**config.mk**
```make
export PLATFORM = sky130hd
export DESIGN_NAME = jt808_frame_deframer
export DESIGN_NICKNAME = d
export VERILOG_FILES = /design/src/rtl/core/jfd_pkg.sv /design/src/rtl/core/jfd_front.sv /design/src/rtl/core/jfd_opq.sv /design/src/rtl/core/jfd_back.sv /design/src/rtl/core/jt808_frame_deframer.sv
export SDC_FILE = /design/constraint.sdc
export NUM_CORES = 1
export LEC_CHECK = 0
export BUFFER_PORTS_ARGS = -buffer_cell sky130_fd_sc_hd__buf_2
export CAP_MARGIN = 20
export CORE_UTILIZATION = 45
export CTS_BUF_LIST = sky130_fd_sc_hd__clkbuf_8
export DETAILED_ROUTE_END_ITERATION = 8
export GPL_ROUTABILITY_DRIVEN = 1
export PLACE_DENSITY_LB_ADDON = 0.2
export REMOVE_ABC_BUFFERS = 1
export SKIP_LAST_GASP = 1
export SYNTH_ARGS = -nofsm -noshare
export SYNTH_HDL_FRONTEND = slang
export SYNTH_SLANG_ARGS = --single-unit
```
**constraint.sdc**
```tcl
create_clock -name clk_i -period 11.45 [get_ports clk_i]
set_input_delay 1.7175 -clock clk_i [delete_from_list [all_inputs] [get_ports clk_i]]
set_output_delay 1.7175 -clock clk_i [all_outputs]
set_load 0.01 [all_outputs]
```
**src/rtl/core/jfd_pkg.sv**
```systemverilog
// ----------------------------------------------------------------------------
// jfd_pkg: shared types and constants of the JT/T 808 frame deframer
// Byte codes, header layout, status codes and the op format that the
// front part hands to the back part through the op queue.
// ----------------------------------------------------------------------------
package jfd_pkg;

  // link byte codes
  localparam logic [7:0] FlagByte    = 8'h7e;
  localparam logic [7:0] EscByte     = 8'h7d;
  localparam logic [7:0] EscFlagCode = 8'h02;
  localparam logic [7:0] EscEscCode  = 8'h01;

  // frame layout
  localparam int unsigned MaxFrameBytes = 4096;
  localparam int unsigned CountW        = 13;
  localparam logic [CountW-1:0] CountMax = '1;
  localparam int unsigned HdrLen      = 17;
  localparam int unsigned SplitHdrLen = 21;
  localparam int unsigned MinLen      = 18;
  localparam int unsigned SplitBit    = 13;
  localparam int unsigned PhoneBytes  = 10;

  // op queue
  localparam int unsigned QDepth = 4;
  localparam int unsigned QPtrW  = $clog2(QDepth);
  localparam int unsigned QCntW  = $clog2(QDepth + 1);

  // result kinds
  localparam logic KindBody    = 1'b0;
  localparam logic KindSummary = 1'b1;

  // summary status codes
  localparam logic [2:0] StOk         = 3'd0;
  localparam logic [2:0] StShort      = 3'd1;
  localparam logic [2:0] StSplitShort = 3'd2;
  localparam logic [2:0] StChecksum   = 3'd3;
  localparam logic [2:0] StLength     = 3'd4;
  localparam logic [2:0] StOverlong   = 3'd5;

  typedef enum logic {
    OP_TAKE,  // one unescaped byte enters the frame
    OP_END    // closing flag: emit summary, clear frame state
  } op_e;

  // one unescaped event; grp_last marks the last op caused by one input byte,
  // next_end says the following op of the same byte is an OP_END
  typedef struct packed {
    op_e        op;
    logic [7:0] data;
    logic       grp_last;
    logic       next_end;
  } op_t;

  // what the front pushes in one cycle: zero, one or two ops
  typedef struct packed {
    logic [1:0] n;
    op_t        first;
    op_t        second;
  } push_t;

endpackage

```
**src/rtl/core/jfd_front.sv**
```systemverilog
// ----------------------------------------------------------------------------
// jfd_front: flag hunting and escape decoding
// Turns each accepted link byte into zero, one or two unescaped ops.
// ----------------------------------------------------------------------------
module jfd_front (
  input  logic          clk_i,
  input  logic          rst_ni,
  input  logic          in_valid_i,
  input  logic          room_i,
  input  logic [7:0]    byte_in_i,
  output jfd_pkg::push_t push_o
);

  logic in_frame_q, in_frame_d;
  logic esc_q, esc_d;
  logic fire;
  jfd_pkg::push_t push;

  assign fire = in_valid_i && room_i;

  // classify the byte
  always_comb begin
    in_frame_d         = in_frame_q;
    esc_d              = esc_q;
    push.n             = 2'd0;
    push.first.op      = jfd_pkg::OP_TAKE;
    push.first.data    = byte_in_i;
    push.first.grp_last = 1'b1;
    push.first.next_end = 1'b0;
    push.second        = push.first;
    if (!in_frame_q) begin
      if (byte_in_i == jfd_pkg::FlagByte) begin
        in_frame_d = 1'b1;
        esc_d      = 1'b0;
      end
    end else if (byte_in_i == jfd_pkg::FlagByte) begin
      in_frame_d = 1'b0;
      esc_d      = 1'b0;
      if (esc_q) begin
        // dangling escape is a literal 7d ahead of the summary
        push.n              = 2'd2;
        push.first.data     = jfd_pkg::EscByte;
        push.first.grp_last = 1'b0;
        push.first.next_end = 1'b1;
        push.second.op      = jfd_pkg::OP_END;
        push.second.data    = '0;
      end else begin
        push.n          = 2'd1;
        push.first.op   = jfd_pkg::OP_END;
        push.first.data = '0;
      end
    end else if (esc_q) begin
      esc_d = 1'b0;
      if (byte_in_i == jfd_pkg::EscFlagCode) begin
        push.n          = 2'd1;
        push.first.data = jfd_pkg::FlagByte;
      end else if (byte_in_i == jfd_pkg::EscEscCode) begin
        push.n          = 2'd1;
        push.first.data = jfd_pkg::EscByte;
      end else if (byte_in_i == jfd_pkg::EscByte) begin
        // literal 7d, and this 7d opens a new escape
        push.n          = 2'd1;
        push.first.data = jfd_pkg::EscByte;
        esc_d           = 1'b1;
      end else begin
        // unknown escape: literal 7d, then the byte itself
        push.n              = 2'd2;
        push.first.data     = jfd_pkg::EscByte;
        push.first.grp_last = 1'b0;
      end
    end else if (byte_in_i == jfd_pkg::EscByte) begin
      esc_d = 1'b1;
    end else begin
      push.n = 2'd1;
    end
    if (!fire) begin
      push.n = 2'd0;
    end
  end

  assign push_o = push;

  always_ff @(posedge clk_i or negedge rst_ni) begin
    if (!rst_ni) begin
      in_frame_q <= 1'b0;
      esc_q      <= 1'b0;
    end else if (fire) begin
      in_frame_q <= in_frame_d;
      esc_q      <= esc_d;
    end
  end

endmodule

```
**src/rtl/core/jfd_opq.sv**
```systemverilog
// ----------------------------------------------------------------------------
// jfd_opq: op queue between front and back
// Small register FIFO taking up to two ops per cycle and giving one per pop.
// ----------------------------------------------------------------------------
module jfd_opq (
  input  logic           clk_i,
  input  logic           rst_ni,
  input  jfd_pkg::push_t push_i,
  output logic           room_o,
  output logic           op_valid_o,
  output jfd_pkg::op_t   op_o,
  input  logic           pop_i
);

  jfd_pkg::op_t mem_q [jfd_pkg::QDepth];
  logic [jfd_pkg::QPtrW-1:0] wr_q, rd_q;
  logic [jfd_pkg::QCntW-1:0] cnt_q, cnt_d;
  logic pop;

  // room for a full two-op push
  assign room_o     = cnt_q <= jfd_pkg::QCntW'(jfd_pkg::QDepth - 2);
  assign op_valid_o = cnt_q != '0;
  assign op_o       = mem_q[rd_q];
  assign pop        = pop_i && op_valid_o;

  always_comb begin
    cnt_d = cnt_q + jfd_pkg::QCntW'(push_i.n) - jfd_pkg::QCntW'(pop);
  end

  // storage
  always_ff @(posedge clk_i) begin
    if (push_i.n != 2'd0) begin
      mem_q[wr_q] <= push_i.first;
    end
    if (push_i.n == 2'd2) begin
      mem_q[wr_q + 1'b1] <= push_i.second;
    end
  end

  // pointers and fill count
  always_ff @(posedge clk_i or negedge rst_ni) begin
    if (!rst_ni) begin
      wr_q  <= '0;
      rd_q  <= '0;
      cnt_q <= '0;
    end else begin
      wr_q  <= wr_q + jfd_pkg::QPtrW'(push_i.n);
      rd_q  <= rd_q + jfd_pkg::QPtrW'(pop);
      cnt_q <= cnt_d;
    end
  end

  a_no_overflow : assert property (@(posedge clk_i) disable iff (!rst_ni)
    push_i.n != 2'd0 |-> cnt_q <= jfd_pkg::QCntW'(jfd_pkg::QDepth - 2))
    else $error("op queue pushed without room");

  a_ptr_count : assert property (@(posedge clk_i) disable iff (!rst_ni)
    cnt_q <= jfd_pkg::QCntW'(jfd_pkg::QDepth) &&
    (cnt_q == jfd_pkg::QCntW'(jfd_pkg::QDepth) ||
     jfd_pkg::QPtrW'(cnt_q) == jfd_pkg::QPtrW'(wr_q - rd_q)))
    else $error("op queue pointers disagree with count");

endmodule

```
**src/rtl/core/jfd_back.sv**
```systemverilog
// ----------------------------------------------------------------------------
// jfd_back: frame state, header capture and result register
// Executes one op per cycle while the result register is not stalled:
// captures header bytes, runs the checksum, streams body bytes one late and builds the frame summary.
// ----------------------------------------------------------------------------
module jfd_back (
  input  logic         clk_i,
  input  logic         rst_ni,
  input  logic         op_valid_i,
  input  jfd_pkg::op_t op_i,
  output logic         pop_o,
  input  logic         out_ready_i,
  output logic         out_valid_o,
  output logic         kind_o,
  output logic [7:0]   data_byte_o,
  output logic [15:0]  message_id_o,
  output logic [15:0]  body_attributes_o,
  output logic [7:0]   protocol_version_o,
  output logic [15:0]  phone_high_o,
  output logic [63:0]  phone_low_o,
  output logic [15:0]  serial_number_o,
  output logic [15:0]  total_packets_o,
  output logic [15:0]  packet_number_o,
  output logic [2:0]   status_o,
  output logic         last_o
);

  localparam int unsigned CW = jfd_pkg::CountW;

  typedef struct packed {
    logic        kind;
    logic [7:0]  data;
    logic [15:0] id;
    logic [15:0] attr;
    logic [7:0]  version;
    logic [15:0] phone_high;
    logic [63:0] phone_low;
    logic [15:0] serial;
    logic [15:0] total;
    logic [15:0] index;
    logic [2:0]  status;
    logic        last;
  } res_t;

  logic [CW-1:0] cnt_q, cnt_d;
  logic [7:0]    xor_q, xor_d;
  logic [7:0]    held_q, held_d;
  logic          held_valid_q, held_valid_d;
  logic [15:0]   id_q, id_d;
  logic [15:0]   attr_q, attr_d;
  logic [7:0]    version_q, version_d;
  logic [7:0]    phone_q [jfd_pkg::PhoneBytes];
  logic [7:0]    phone_d [jfd_pkg::PhoneBytes];
  logic [15:0]   serial_q, serial_d;
  logic [15:0]   total_q, total_d;
  logic [15:0]   index_q, index_d;

  logic          out_valid_q, out_valid_d;
  res_t          res_q, res_d;

  logic          fire;
  logic          split;
  logic [CW-1:0] hdr_len, body_end, need_len;
  logic [CW-1:0] p;
  logic [7:0]    b;
  logic          in_body;
  logic [2:0]    status;
  logic [63:0]   phone_low;

  assign pop_o = op_valid_i && (!out_valid_q || out_ready_i);
  assign fire  = pop_o;
  assign p     = cnt_q;
  assign b     = op_i.data;

  // body window and summary status from the current header
  always_comb begin
    split    = attr_q[jfd_pkg::SplitBit];
    hdr_len  = split ? CW'(jfd_pkg::SplitHdrLen) : CW'(jfd_pkg::HdrLen);
    body_end = hdr_len + CW'(attr_q[9:0]);
    need_len = body_end + CW'(1);
    in_body  = (p >= hdr_len) && (p < body_end);
    if ((17'(cnt_q) > 17'(jfd_pkg::MaxFrameBytes)) || (cnt_q == jfd_pkg::CountMax)) begin
      status = jfd_pkg::StOverlong;
    end else if (cnt_q < CW'(jfd_pkg::MinLen)) begin
      status = jfd_pkg::StShort;
    end else if (split && (cnt_q < CW'(jfd_pkg::SplitHdrLen))) begin
      status = jfd_pkg::StSplitShort;
    end else if (xor_q != '0) begin
      status = jfd_pkg::StChecksum;
    end else if (need_len > cnt_q) begin
      status = jfd_pkg::StLength;
    end else begin
      status = jfd_pkg::StOk;
    end
    phone_low = '0;
    for (int i = 2; i < jfd_pkg::PhoneBytes; i++) begin
      phone_low = {phone_low[55:0], phone_q[i]};
    end
  end

  // op execution
  always_comb begin
    cnt_d        = cnt_q;
    xor_d        = xor_q;
    held_d       = held_q;
    held_valid_d = held_valid_q;
    id_d         = id_q;
    attr_d       = attr_q;
    version_d    = version_q;
    phone_d      = phone_q;
    serial_d     = serial_q;
    total_d      = total_q;
    index_d      = index_q;
    out_valid_d  = out_valid_q && !out_ready_i;
    res_d        = res_q;
    if (fire) begin
      if (op_i.op == jfd_pkg::OP_END) begin
        out_valid_d        = 1'b1;
        res_d.kind         = jfd_pkg::KindSummary;
        res_d.data         = '0;
        res_d.id           = id_q;
        res_d.attr         = attr_q;
        res_d.version      = version_q;
        res_d.phone_high   = {phone_q[0], phone_q[1]};
        res_d.phone_low    = phone_low;
        res_d.serial       = serial_q;
        res_d.total        = split ? total_q : '0;
        res_d.index        = split ? index_q : '0;
        res_d.status       = status;
        res_d.last         = op_i.grp_last;
        // clear the frame for the next opening flag
        cnt_d        = '0;
        xor_d        = '0;
        held_d       = '0;
        held_valid_d = 1'b0;
        id_d         = '0;
        attr_d       = '0;
        version_d    = '0;
        for (int i = 0; i < jfd_pkg::PhoneBytes; i++) begin
          phone_d[i] = '0;
        end
        serial_d = '0;
        total_d  = '0;
        index_d  = '0;
      end else begin
        // header capture by unescaped position
        if (p <= CW'(1)) begin
          if (p == '0) id_d[15:8] = b;
          else         id_d[7:0]  = b;
        end else if (p <= CW'(3)) begin
          if (p == CW'(2)) attr_d[15:8] = b;
          else             attr_d[7:0]  = b;
        end else if (p == CW'(4)) begin
          version_d = b;
        end else if (p <= CW'(14)) begin
          phone_d[4'(p - CW'(5))] = b;
        end else if (p <= CW'(16)) begin
          if (p == CW'(15)) serial_d[15:8] = b;
          else              serial_d[7:0]  = b;
        end else if (p <= CW'(18)) begin
          if (p == CW'(17)) total_d[15:8] = b;
          else              total_d[7:0]  = b;
        end else if (p <= CW'(20)) begin
          if (p == CW'(19)) index_d[15:8] = b;
          else              index_d[7:0]  = b;
        end
        xor_d = xor_q ^ b;
        if (cnt_q != jfd_pkg::CountMax) begin
          cnt_d = cnt_q + CW'(1);
        end
        // the body window never overlaps the attribute bytes
        held_valid_d = in_body;
        if (in_body) begin
          held_d = b;
        end
        // the previously held body byte goes out now
        if (held_valid_q) begin
          out_valid_d      = 1'b1;
          res_d            = '0;
          res_d.kind       = jfd_pkg::KindBody;
          res_d.data       = held_q;
          res_d.status     = jfd_pkg::StOk;
          if (op_i.grp_last) begin
            res_d.last = 1'b1;
          end else if (op_i.next_end) begin
            res_d.last = 1'b0;
          end else begin
            res_d.last = !in_body;
          end
        end
      end
    end
  end

  always_ff @(posedge clk_i or negedge rst_ni) begin
    if (!rst_ni) begin
      cnt_q        <= '0;
      xor_q        <= '0;
      held_q       <= '0;
      held_valid_q <= 1'b0;
      id_q         <= '0;
      attr_q       <= '0;
      version_q    <= '0;
      for (int i = 0; i < jfd_pkg::PhoneBytes; i++) begin
        phone_q[i] <= '0;
      end
      serial_q     <= '0;
      total_q      <= '0;
      index_q      <= '0;
      out_valid_q  <= 1'b0;
    end else begin
      cnt_q        <= cnt_d;
      xor_q        <= xor_d;
      held_q       <= held_d;
      held_valid_q <= held_valid_d;
      id_q         <= id_d;
      attr_q       <= attr_d;
      version_q    <= version_d;
      phone_q      <= phone_d;
      serial_q     <= serial_d;
      total_q      <= total_d;
      index_q      <= index_d;
      out_valid_q  <= out_valid_d;
    end
  end

  // result payload
  always_ff @(posedge clk_i) begin
    res_q <= res_d;
  end

  assign out_valid_o        = out_valid_q;
  assign kind_o             = res_q.kind;
  assign data_byte_o        = res_q.data;
  assign message_id_o       = res_q.id;
  assign body_attributes_o  = res_q.attr;
  assign protocol_version_o = res_q.version;
  assign phone_high_o       = res_q.phone_high;
  assign phone_low_o        = res_q.phone_low;
  assign serial_number_o    = res_q.serial;
  assign total_packets_o    = res_q.total;
  assign packet_number_o    = res_q.index;
  assign status_o           = res_q.status;
  assign last_o             = res_q.last;

  a_end_clears : assert property (@(posedge clk_i) disable iff (!rst_ni)
    fire && op_i.op == jfd_pkg::OP_END |=> cnt_q == '0 && !held_valid_q && xor_q == '0)
    else $error("frame state not cleared after summary");

  a_summary_last : assert property (@(posedge clk_i) disable iff (!rst_ni)
    out_valid_q && res_q.kind == jfd_pkg::KindSummary |-> res_q.last)
    else $error("summary not marked last");

  a_body_fields : assert property (@(posedge clk_i) disable iff (!rst_ni)
    out_valid_q && res_q.kind == jfd_pkg::KindBody |->
    res_q.status == jfd_pkg::StOk && res_q.id == '0 && res_q.phone_low == '0)
    else $error("body result carries header fields");

endmodule

```
**src/rtl/core/jt808_frame_deframer.sv**
```systemverilog
// ----------------------------------------------------------------------------
// jt808_frame_deframer: streaming deframer for JT/T 808 messages
// Usage:
//   Input channel in_valid_i/in_ready_o carries one raw link byte per
//   transfer on byte_in_i. Output channel out_valid_o/out_ready_i carries
//   results: body bytes (kind 0) one byte late, and at the closing 0x7e a
//   frame summary (kind 1) with the captured header and a status code.
//   last_o marks the final result caused by one input byte.
//   Throughput: one byte per cycle while in_ready_o is high; a byte expanding
//   into two unescaped events (unknown escape code, or an escape ahead of the
//   closing flag) takes two back-end ops, absorbed by the four-entry op
//   queue. in_ready_o drops while fewer than two queue slots are free.
//   A stalled receiver holds the result register; the back end then stops
//   and the queue fills until the input side is held off too.
//   Reset clears the frame state; the block starts hunting for a 0x7e.
// ----------------------------------------------------------------------------
module jt808_frame_deframer (
  input  logic        clk_i,
  input  logic        rst_ni,
  input  logic        in_valid_i,
  output logic        in_ready_o,
  input  logic [7:0]  byte_in_i,
  output logic        out_valid_o,
  input  logic        out_ready_i,
  output logic        kind_o,
  output logic [7:0]  data_byte_o,
  output logic [15:0] message_id_o,
  output logic [15:0] body_attributes_o,
  output logic [7:0]  protocol_version_o,
  output logic [15:0] phone_high_o,
  output logic [63:0] phone_low_o,
  output logic [15:0] serial_number_o,
  output logic [15:0] total_packets_o,
  output logic [15:0] packet_number_o,
  output logic [2:0]  status_o,
  output logic        last_o
);

  jfd_pkg::push_t push;
  jfd_pkg::op_t   op;
  logic           room;
  logic           op_valid;
  logic           pop;

  assign in_ready_o = room;

  // escape decode and flag hunting
  jfd_front u_front (
    .clk_i      (clk_i),
    .rst_ni     (rst_ni),
    .in_valid_i (in_valid_i),
    .room_i     (room),
    .byte_in_i  (byte_in_i),
    .push_o     (push)
  );

  // decoupling queue
  jfd_opq u_opq (
    .clk_i      (clk_i),
    .rst_ni     (rst_ni),
    .push_i     (push),
    .room_o     (room),
    .op_valid_o (op_valid),
    .op_o       (op),
    .pop_i      (pop)
  );

  // frame state and results
  jfd_back u_back (
    .clk_i              (clk_i),
    .rst_ni             (rst_ni),
    .op_valid_i         (op_valid),
    .op_i               (op),
    .pop_o              (pop),
    .out_ready_i        (out_ready_i),
    .out_valid_o        (out_valid_o),
    .kind_o             (kind_o),
    .data_byte_o        (data_byte_o),
    .message_id_o       (message_id_o),
    .body_attributes_o  (body_attributes_o),
    .protocol_version_o (protocol_version_o),
    .phone_high_o       (phone_high_o),
    .phone_low_o        (phone_low_o),
    .serial_number_o    (serial_number_o),
    .total_packets_o    (total_packets_o),
    .packet_number_o    (packet_number_o),
    .status_o           (status_o),
    .last_o             (last_o)
  );

endmodule
```
==> summary.txt <==
Outcome
  – Status: completed

Worst setup path
  – Largest delay share family, worst path: buffers and inverters
  – CP endpoint kind: flip-flop
  – Critical Path Start Type: flip-flop
  – Max stage delay on crit path: 0.74 ns
  – Crit path DAT: 4.90 ns
  – Crit-path cells: mux2i_1, mux2_2, buf_4, inv_4, buf_4, buf_4, nor3_1, a2111oi_0, a31oi_1, a32o_1
  – Worst setup startpoint: u_opq.rd_q[1]
  – Kind of critical path: reg -> reg
  – Reg2Reg Launch Point: u_opq.rd_q[1]
  – CP Buf/Inv Count: 4
  – Largest fanout on the critical path: 117
  – Slowest cell on crit path: dfrtp_1
  – Crit path required time: about 12 ns
  – Most frequent cell on the critical path: buf_4

Power and ir drop
  – Leakage: 9.463 nW
  – Peak VDD IR: 0.1964 mV
  – Power Total: 6.086 mW
  – Pwr/cell area: 281.7 nW/um^2

Clocking
  – Clock sink count: 433
  – H-tree depth: 3
  – Clock Tree Buf Depth: 3
  – Clk slew on worst S/H paths: roughly 0.070 ns
  – Clk_lat worst skew: 0.63 ns
  – Post-CTS sizing: 0
  – TritonCTS Buffers: 73
  – Hold buffers post-CTS: 0
  – CTS tree: done
  – Setup Buffers After CTS: 0
  – Clock root cell: clkbuf_8

Finish
  – Commonest cells after routing, fill and taps aside: edfxtp_1 (217), dfrtp_1 (208), buf_2 (193), nand2_1 (153), and2_1 (136)
  – Nets: 1774
  – P&R area growth vs syn: 15.32%
  – Fin util: a little over half
  – Most common cell after layout, fill and taps aside: edfxtp_1
  – Fraction of layout cells with a size suffix above 1: 22.14%

STA
  – RSZ-0062 raised after global routing: no
  – Setup TNS: 0 ns
  – Slew Viols, Final: 0
  – Max-slew headroom: between 20 and 30%
  – Min cycle time layout: ~4.4 ns
  – Period utilization: 38.36%
  – Fin Hold WS: 0.4793 ns
  – Setup-failing EPs final: 0
  – Slew @ Worst Pin: 1.049 ns
  – Final clock skew: 0.02374 ns
  – Final count of hold timing violations: 0
  – F_max: 0.2277 GHz

Floorplanning
  – Die W: 206.0 um
  – Die ar.: 42450 um^2
  – Core area: approximately 40000 um^2
  – # rows: 74
  – Die height: 206.0 um
  – Initial Util: 45.78%
  – I/O pin cnt: around 200

Logic synthesis
  – Avg Cell Area, Syn: 12.34 um^2
  – Register bit total from synthesis: around 430
  – Sequential area share after synthesis: 63.42%
  – Mapped Area: ~19000 um^2
  – Post-synth EDFFs: about 220
  – Post-synthesis instance total: 1518
  – Ys async rst share: 48.04%
  – Netlist cell types: 71
  – Main synth FF type: edfxtp_1
  – Yosys warns: 0

Placed design
  – Dpl hpwl: about 30000 um
  – # port buffers: 194
  – Routability cong.: 0.9018

Drt
  – Routed vias: 12510
  – Routed Antenna Nets: 0
  – 1st-pass router iterations: 5
  – Drt drc: 0
  – DRC marker count from the first detailed-route iteration: slightly above 800
  – Vias per cell: 5.398
  – DRT Wirelength: 45220 um
  – Average wire per standard cell: between 15 and 20 um

Global route
  – Initial antenna violation count: 0
  – Total Routing Usage GR: between 20% and 30%
  – Vias in the first global route: ~12000
  – Pin count of the biggest net entering global routing: 117
  – Global route overflow: 0
  – Global-route wire length before repair: 69200 um

Min path
  – Worst Hold Launch: u_back.index_q[12]
  – Min-Delay Path Class: reg -> reg

Flow run
  – Max Cap Viol: 0
==> sequential cells by signal (all words and copies together), names as in the netlist, 3 cells and up <==
signal / count
u_back.id_q: 16
u_back.total_packets_o: 16
u_back.held_q: 8
u_back.serial_number_o: 16
u_back.xor_q: 8
u_back.attr_q: 16
u_back.protocol_version_o: 8
u_back.phone_q: 16
u_back.phone_low_o: 64
u_back.message_id_o: 16
u_back.total_q: 16
u_back.packet_number_o: 16
u_opq.mem_q: 44
u_back.phone_high_o: 16
u_back.body_attributes_o: 16
u_back.data_byte_o: 8
u_back.index_q: 16
u_back.serial_q: 16
u_back.phone_low: 64
u_back.status_o: 3
u_opq.cnt_q: 3
u_back.version_q: 8
u_back.cnt_q: 13
==> kinds of logic after synthesis <==
logic type	share of synthesized area, %
flip-flops	63.42
other	0.02002
adder cells (fa/ha/maj)	2.698
AND/OR/NAND/NOR	15.19
XOR/XNOR	1.309
AO/OA/AOI/OAI	8.783
buffers and inverters	2.772
multiplexers	5.804
==> routing by layer <==
layer  global-route usage [%]  share of wire [%]
met1                    29.26                 44
met2                    34.72                 49
met3                    3.437                5.3
met4                    7.589                2.0
met5                        0                  0
==> cells in the mapped netlist, types with 10 or more instances <==
library cell  count  area [um^2]
a21oi_1          31        155.2
and2_1          136        850.8
and3_1           35        219.0
buf_2            14        70.07
clkbuf_1         58        217.7
dfrtp_1         208         5205
edfxtp_1        217         6516
ha_1             38        475.5
inv_1            34        127.6
mux2_2           41        461.7
mux2i_1          40        400.4
mux4_2           10        225.2
nand2_1         154        578.1
nand3_1          43        215.2
nand4_1          16        100.1
nor2_1           76        285.3
nor2b_1          21        131.4
nor3_1           14        70.07
o21a_1           22        165.2
o21ai_0         112        560.5
o22ai_1          10        62.56
o31ai_1          14        105.1
xnor2_1          21        183.9
==> per-stage QoR <==
stage,cell area [um^2],cells,setup slack (ns)
after floorplan,18350,1433,0.4162
final,21600,2317,7.058
after global routing,21600,2316,6.645
after detailed placement,20150,2175,5.897
after global placement,20150,2175,5.993
after CTS,21540,2311,6.561
==> layout make-up <==
| cell class | instances | area (um^2) |
|---|---|---|
| fill | 3570 | 19320 |
| sequential | 433 | 11880 |
| multi-input combinational | 964 | 6362 |
| timing repair buffer | 215 | 1162 |
| clock buffer | 83 | 1142 |
| tap | 532 | 665.6 |
| clock inverter | 53 | 250.2 |
| inverter | 36 | 137.6 |
| antenna | 1 | 2.502 |
==> power breakdown <==
part           switching [mW]  total, mW  leakage [nW]  internal [mW]
clock                   0.617       1.29         0.826          0.672
sequential              0.237       2.48          4.99           2.24
combinational            1.58       2.32          3.65          0.736
total                    2.43       6.09          9.46           3.65
==> final timing paths <==
check | slack (ns) | cells after the start | end
worst max-delay path | 7.06 | 10 | u_back.held_q[4]
worst min-delay path | 0.48 | 1 | u_back.index_q[12]
worst max register to register | 7.06 | 10 | u_back.held_q[4]
worst min register to register | 0.48 | 1 | u_back.index_q[12]
max in group asynchronous | 8.89 | 2 | u_front.esc_q
min in group asynchronous | 1.09 | 1 | u_back.attr_q[6]
No activity file was read; power rests on OpenSTA's default activity.
